$ cat config.mk
export PLATFORM = sky130hd
export DESIGN_NAME = mfgbn_back
export DESIGN_NICKNAME = d
export VERILOG_FILES = /design/src/design/mfgbn_pkg.sv /design/src/design/mfgbn_back.sv
export VERILOG_INCLUDE_DIRS = /design/src /design/src/design
export SDC_FILE = /design/constraint.sdc
export NUM_CORES = 1
export LEC_CHECK = 0
export BUFFER_PORTS_ARGS = -buffer_cell sky130_fd_sc_hd__buf_2
export CAP_MARGIN = 30
export CORE_MARGIN = 2
export CORE_UTILIZATION = 42
export DETAILED_ROUTE_END_ITERATION = 16
export PLACE_DENSITY = 0.65
export SETUP_SLACK_MARGIN = 0.05
export SLEW_MARGIN = 0
export SYNTH_ARGS = -nofsm -noshare
export SYNTH_HDL_FRONTEND = slang
export SYNTH_SLANG_ARGS = --single-unit
$ cat constraint.sdc
create_clock -name clk -period 16.5 [get_ports clk]
set_input_delay 0.825 -clock clk [delete_from_list [all_inputs] [get_ports clk]]
set_output_delay 0.825 -clock clk [all_outputs]
set_load 0.05 [all_outputs]
$ cat src/design/multi_flow_go_back_n_receiver_top_defines.svh
// Assertion macros for the multi-flow go-back-N receiver.
// Included by the modules that check their own logic; no other dependencies.
`ifndef MULTI_FLOW_GO_BACK_N_RECEIVER_TOP_DEFINES_SVH
`define MULTI_FLOW_GO_BACK_N_RECEIVER_TOP_DEFINES_SVH
`ifndef SYNTH
// Whenever ante holds, cons holds in the same cycle.
`define MFGBN_ASSERT_IMPLIES(lbl, clk, rst_n, ante, cons, msg) \
  lbl: assert property (@(posedge clk) disable iff (!rst_n) (ante) |-> (cons)) \
    else $error(msg);
// Whenever ante holds, cons holds in the following cycle.
`define MFGBN_ASSERT_NEXT(lbl, clk, rst_n, ante, cons, msg) \
  lbl: assert property (@(posedge clk) disable iff (!rst_n) (ante) |=> (cons)) \
    else $error(msg);
// cond never holds.
`define MFGBN_ASSERT_NEVER(lbl, clk, rst_n, cond, msg) \
  lbl: assert property (@(posedge clk) disable iff (!rst_n) !(cond)) \
    else $error(msg);
`else
`define MFGBN_ASSERT_IMPLIES(lbl, clk, rst_n, ante, cons, msg)
`define MFGBN_ASSERT_NEXT(lbl, clk, rst_n, ante, cons, msg)
`define MFGBN_ASSERT_NEVER(lbl, clk, rst_n, cond, msg)
`endif
`endif

$ cat src/design/mfgbn_pkg.sv
// Shared types, codes and constants of the multi-flow go-back-N receiver.
// No dependencies; imported by every module of the block.
`default_nettype none

package mfgbn_pkg;

  // Flow table geometry
  localparam int FLOW_COUNT = 256;
  localparam int FLOW_IW    = (FLOW_COUNT > 1) ? $clog2(FLOW_COUNT) : 1;
  localparam int OPEN_W     = $clog2(FLOW_COUNT + 1);

  // Command queue between front and back
  localparam int CMDQ_DEPTH = 2;
  localparam int CMDQ_PW    = (CMDQ_DEPTH > 1) ? $clog2(CMDQ_DEPTH) : 1;
  localparam int MAX_RES    = 3;

  // Random numbers are taken modulo this span
  localparam logic [14:0] RAND_SPAN = 15'h7FFF;

  // Received header types
  localparam logic [2:0] PKT_DATA = 3'd0;
  localparam logic [2:0] PKT_SYN  = 3'd1;
  localparam logic [2:0] PKT_ACK  = 3'd2;
  localparam logic [2:0] PKT_FIN  = 3'd3;
  localparam logic [2:0] PKT_RST  = 3'd4;

  // Result kinds
  localparam logic [1:0] KIND_REPLY    = 2'd0;
  localparam logic [1:0] KIND_DELIVER  = 2'd1;
  localparam logic [1:0] KIND_CLOSED   = 2'd2;
  localparam logic [1:0] KIND_SHUTDOWN = 2'd3;

  // Reply types
  localparam logic [1:0] RT_ACK    = 2'd0;
  localparam logic [1:0] RT_SYNACK = 2'd1;
  localparam logic [1:0] RT_FIN    = 2'd2;

  typedef enum logic [1:0] {
    ST_DISC   = 2'd0,
    ST_WOPEN  = 2'd1,
    ST_WCLOSE = 2'd2,
    ST_EST    = 2'd3
  } flow_st_t;

  typedef enum logic {
    FS_IDLE = 1'b0,
    FS_EXEC = 1'b1
  } front_state_t;

  typedef struct packed {
    logic [7:0]  flow_id;
    logic [2:0]  pkt_type;
    logic [15:0] seq_num;
    logic [15:0] ack_num;
    logic [7:0]  window_size;
    logic        ecn_bit;
    logic [14:0] random_seq;
  } hdr_t;

  typedef struct packed {
    flow_st_t    st;
    logic [15:0] exp_seq;
    logic [15:0] win_end;
    logic [7:0]  held;
  } tbl_entry_t;

  typedef struct packed {
    logic               rd_en;
    logic [FLOW_IW-1:0] rd_addr;
    logic               wr_en;
    logic [FLOW_IW-1:0] wr_addr;
    tbl_entry_t         wr_data;
  } tbl_req_t;

  typedef struct packed {
    logic [1:0]  kind;
    logic [1:0]  rtype;
    logic [7:0]  flow;
    logic [15:0] seq;
    logic [15:0] ack;
    logic [7:0]  win;
    logic        ecn;
  } result_t;

  typedef struct packed {
    logic [1:0]                 cnt;
    result_t [MAX_RES-1:0]      res;
  } cmd_t;

endpackage

`default_nettype wire

$ cat src/design/mfgbn_back.sv
// Back end: command queue and serialiser that hands out results one transfer at a time.
// Depends on mfgbn_pkg and the assertion macro header.
`default_nettype none
`include "multi_flow_go_back_n_receiver_top_defines.svh"

module mfgbn_back
  import mfgbn_pkg::*;
(
  input  logic    clk,
  input  logic    rst_n,
  input  logic    cmd_valid_i,
  input  cmd_t    cmd_i,
  output logic    cmd_ready_o,
  output logic    empty_o,
  input  logic    pop_i,
  output result_t res_o,
  output logic    last_o
);

  cmd_t               q_r [CMDQ_DEPTH];
  logic [CMDQ_PW-1:0] wp_r, wp_nxt, rp_r, rp_nxt;
  logic [CMDQ_PW:0]   cnt_r, cnt_nxt;
  logic [1:0]         slot_r, slot_nxt;
  cmd_t               head;
  logic               push_go, pop_go, done_cmd;

  assign head        = q_r[rp_r];
  assign cmd_ready_o = (cnt_r != (CMDQ_PW+1)'(CMDQ_DEPTH));
  assign empty_o     = (cnt_r == '0);
  assign push_go     = cmd_valid_i && cmd_ready_o;
  assign pop_go      = pop_i && !empty_o;
  assign res_o       = head.res[slot_r];
  assign last_o      = (slot_r == (head.cnt - 2'd1));
  assign done_cmd    = pop_go && last_o;

  always_comb begin
    wp_nxt   = wp_r;
    rp_nxt   = rp_r;
    slot_nxt = slot_r;
    cnt_nxt  = cnt_r;
    if (push_go) begin
      wp_nxt = (wp_r == CMDQ_PW'(CMDQ_DEPTH - 1)) ? '0 : wp_r + CMDQ_PW'(1);
    end
    if (pop_go) begin
      // Advance through the command's results, then retire it
      if (last_o) begin
        slot_nxt = 2'd0;
        rp_nxt   = (rp_r == CMDQ_PW'(CMDQ_DEPTH - 1)) ? '0 : rp_r + CMDQ_PW'(1);
      end else begin
        slot_nxt = slot_r + 2'd1;
      end
    end
    case ({push_go, done_cmd})
      2'b10:   cnt_nxt = cnt_r + (CMDQ_PW+1)'(1);
      2'b01:   cnt_nxt = cnt_r - (CMDQ_PW+1)'(1);
      default: cnt_nxt = cnt_r;
    endcase
  end

  always_ff @(posedge clk) begin
    if (push_go) begin
      q_r[wp_r] <= cmd_i;
    end
  end

  always_ff @(posedge clk) begin
    if (!rst_n) begin
      wp_r   <= '0;
      rp_r   <= '0;
      cnt_r  <= '0;
      slot_r <= 2'd0;
    end else begin
      wp_r   <= wp_nxt;
      rp_r   <= rp_nxt;
      cnt_r  <= cnt_nxt;
      slot_r <= slot_nxt;
    end
  end

  `MFGBN_ASSERT_NEVER(a_q_over, clk, rst_n, cnt_r > (CMDQ_PW+1)'(CMDQ_DEPTH), "command queue overfilled")
  `MFGBN_ASSERT_NEVER(a_empty_cmd, clk, rst_n, push_go && (cmd_i.cnt == 2'd0), "command without results queued")
  `MFGBN_ASSERT_IMPLIES(a_slot_range, clk, rst_n, !empty_o, slot_r < head.cnt, "result slot beyond command")

endmodule

`default_nettype wire
==> reports/qor.txt <==
M1 GR Usage: 0.208
Clk pin slew, worst setup/hold paths: 0.06 ns
vias in the first global route: 6,448
setup ws final: 12.52 ns
CTS tree: yes
gr busiest metal: met2
Layout Skew: 0.0109 ns
Setup TNS: 0 ns
Final Hold Fails: 0
vias: 6,416
WL/cell: 19.4 um
synth unique cells: 29
largest net degree at the start of global routing: 67
Int Pwr: 1.61 mW
maxcap violations: 0
Arr. time, crit path: 3.16 ns
Die W: 176 um
# Post-CTS Setup Buffers: 0
Row Count: 63
Worst EP required: 15.67 ns
most used cell, CP: buf_4
Clock Power Share: 0.338
post-synth net total: 775
CTS root buf: clkbuf_16
Area Growth Syn to Fin: 21.3%
worst hold path class: register to register
Die ar.: 0.0311 mm2
Warnings, synthesis: 0
Max stage delay cell, worst path: buf_4
dominant cell type by area after synthesis: edfxtp_1
top cell type's share of synthesized area: 0.775
Pre-Repair DR Iteration Count: 5
dominant cells by area after synthesis: edfxtp_1 77%, mux4_2 9.6%, mux2i_1 4.5%
global routing usage on met3: 0.0467
Post-DRT Antenna Nets: 0
final setup violation count: 0
Mapped Area: 0.0125 mm2
Final nets: 1,014
Vias/cell: 5.07
final slew viol count: 0
sequential area share after synthesis: 0.786
peak supply drop: 0.0000908 V
CP max stage delay: 0.73 ns
final WL: 24,500 um
f_max: 251 MHz
critical path peak fanout: 59
CORE AREA: 0.0295 mm2
Starting Density: 0.423
Lkg Pwr: 5.34 nW
Comb pwr share: 0.193
crit path cell chain: buf_4, inv_1, nand2_2, buf_4, o22ai_1, buf_2
initial antenna violation count: 5
io pins: 221
Cells after Synth: 609
RSZ-0062 raised after global routing: no
filler instances: 2,439
Reg power frac: 0.469
Mean Syn Cell Area: 20.5 um2
routability cong.: 0.725
Iteration-0 DRC Markers: 483
relative max-transition margin: 0.371
#FFs+latches synth: 329
switching power: 0.618 mW
clk_lat worst skew: 0.50 ns
Remaining Overflow, GRT: 0
Setup crit start kind: register
proportion of layout cells with a drive suffix above 1: 0.387
chip height: 176 um
CTS max path bufs: 3
final period utilization: 0.241
Crit Path Class: register to primary output
CTS Sinks: 329
Final Critical Period: 3.98 ns
Critical Path End Type: primary output
# resized after CTS: 0
DR DRC count: 0
hpwl dp: 15,000 um
GRT Resource Usage Total: 0.155
number of port buffers: 220
first-pass GRT wire length: 36,500 um
sw frac: 0.278
Worst-Margin Slew: 0.943 ns
CTS HTree Levels: 2
hold bufs inserted after CTS: 0
pwr/cell area: 147 mW/mm2
Worst Hold Slack: 0.478 ns
TritonCTS Buffers: 36
status: finished, final reports clean
GR Util met2: 0.251
pre-CTS setup slack: 12.97 ns
## placed cells by master, fill, tap and decap left out, types with 4 or more instances in the layout
master and instances:
nand2_1 5, buf_4 10, edfxtp_1 322, clkbuf_16 37, clkinv_2 4, buf_2 220, clkinv_1 6, dfxtp_1 4
mux2i_1 56, mux4_2 53, o22ai_1 53, inv_1 55, clkbuf_1 9, diode_2 5
## final timing paths
kind / from / end / slack [ns] / depth (start not counted)
max: slot_r[0] / res_o[52] / 12.52 / 6
min reg2reg: rp_r / rp_r / 0.48 / 2
min: rp_r / rp_r / 0.48 / 2
max reg2reg: register / cnt_r[1] / 13.20 / 7
## critical path: cells and delay by family (launching register included)
kind / cells / cell delay (ns)
AOI/OAI and AO/OA: 1 / 0.15
and+or+nand+nor: 1 / 0.46
buffers and inverters: 4 / 1.73
DFF: 1 / 0.31
## cells by family (layout without fill, tap and decap cells)
logic type | count (synthesis) | count (layout) | synth area share
buffers and inverters | 84 | 345 | 0.0281
other | 0 | 5 | 0
AND/OR/NAND/NOR | 18 | 18 | 0.00682
adder cells (fa/ha/maj) | 1 | 1 | 0.00100
XOR/XNOR | 4 | 4 | 0.00341
multiplexers | 111 | 111 | 0.143
AO/OA/AOI/OAI | 62 | 62 | 0.0314
flip-flops | 329 | 329 | 0.786
## cells in the mapped netlist, drive strengths merged
cell type	count
a2111o	1
a21oi	2
a31oi	1
and3	1
buf	18
clkbuf	11
dfxtp	7
edfxtp	322
ha	1
inv	55
mux2i	58
mux4	53
nand2	6
nand2b	2
nand3	2
nor2	4
o211ai	2
o21a	1
o21ai	2
o22ai	53
or3	3
xnor2	2
xor2	2
## metrics by stage
step	util	instances	cell area, um2	total power [mW]
floorplan	-	609	12500	1.39
global placement	0.476	1200	14000	1.49
detailed placement	0.476	1200	14000	1.50
CTS	0.513	1260	15100	2.25
global route	0.513	1261	15100	2.32
finish	0.513	1265	15100	2.22
## power by group through the flow
| stage | Clock, mW | Combinational [mW] | Sequential, mW |
|---|---|---|---|
| 6_report | 0.752 | 0.429 | 1.04 |
| 5_1_grt | 0.808 | 0.458 | 1.05 |
| 4_1_cts | 0.772 | 0.437 | 1.04 |
| 3_5_place_dp | 0 | 0.436 | 1.06 |
| 3_3_place_gp | 0 | 0.435 | 1.06 |
| 2_1_floorplan | 0 | 0.320 | 1.07 |
## final cells by class
cell class / instances / area, um2 / share of cell area
Clock buffer: 46 / 960 / 0.0634
Multi-Input combinational cell: 196 / 2340 / 0.154
Tap cell: 390 / 488 / 0.0322
Timing Repair Buffer: 230 / 1180 / 0.0777
Sequential cell: 329 / 9820 / 0.648
Clock inverter: 14 / 141 / 0.00934
Inverter: 55 / 206 / 0.0136
Antenna cell: 5 / 12.5 / 0.000827
## sequential cells by signal, indices dropped and copies added, names as in the netlist, named ones only
register,count
rp_r,1
q_r,322
cnt_r,2
slot_r,2
wp_r,1
## routing by layer
metal  wire length (um)  vias to the layer above
li1                   -                     2941
met1              10300                     3228
met2              11900                      211
met3               1980                       32
met4                357                        4
met5                 24                        -
Note: power is estimated with default switching activity, not from simulation.
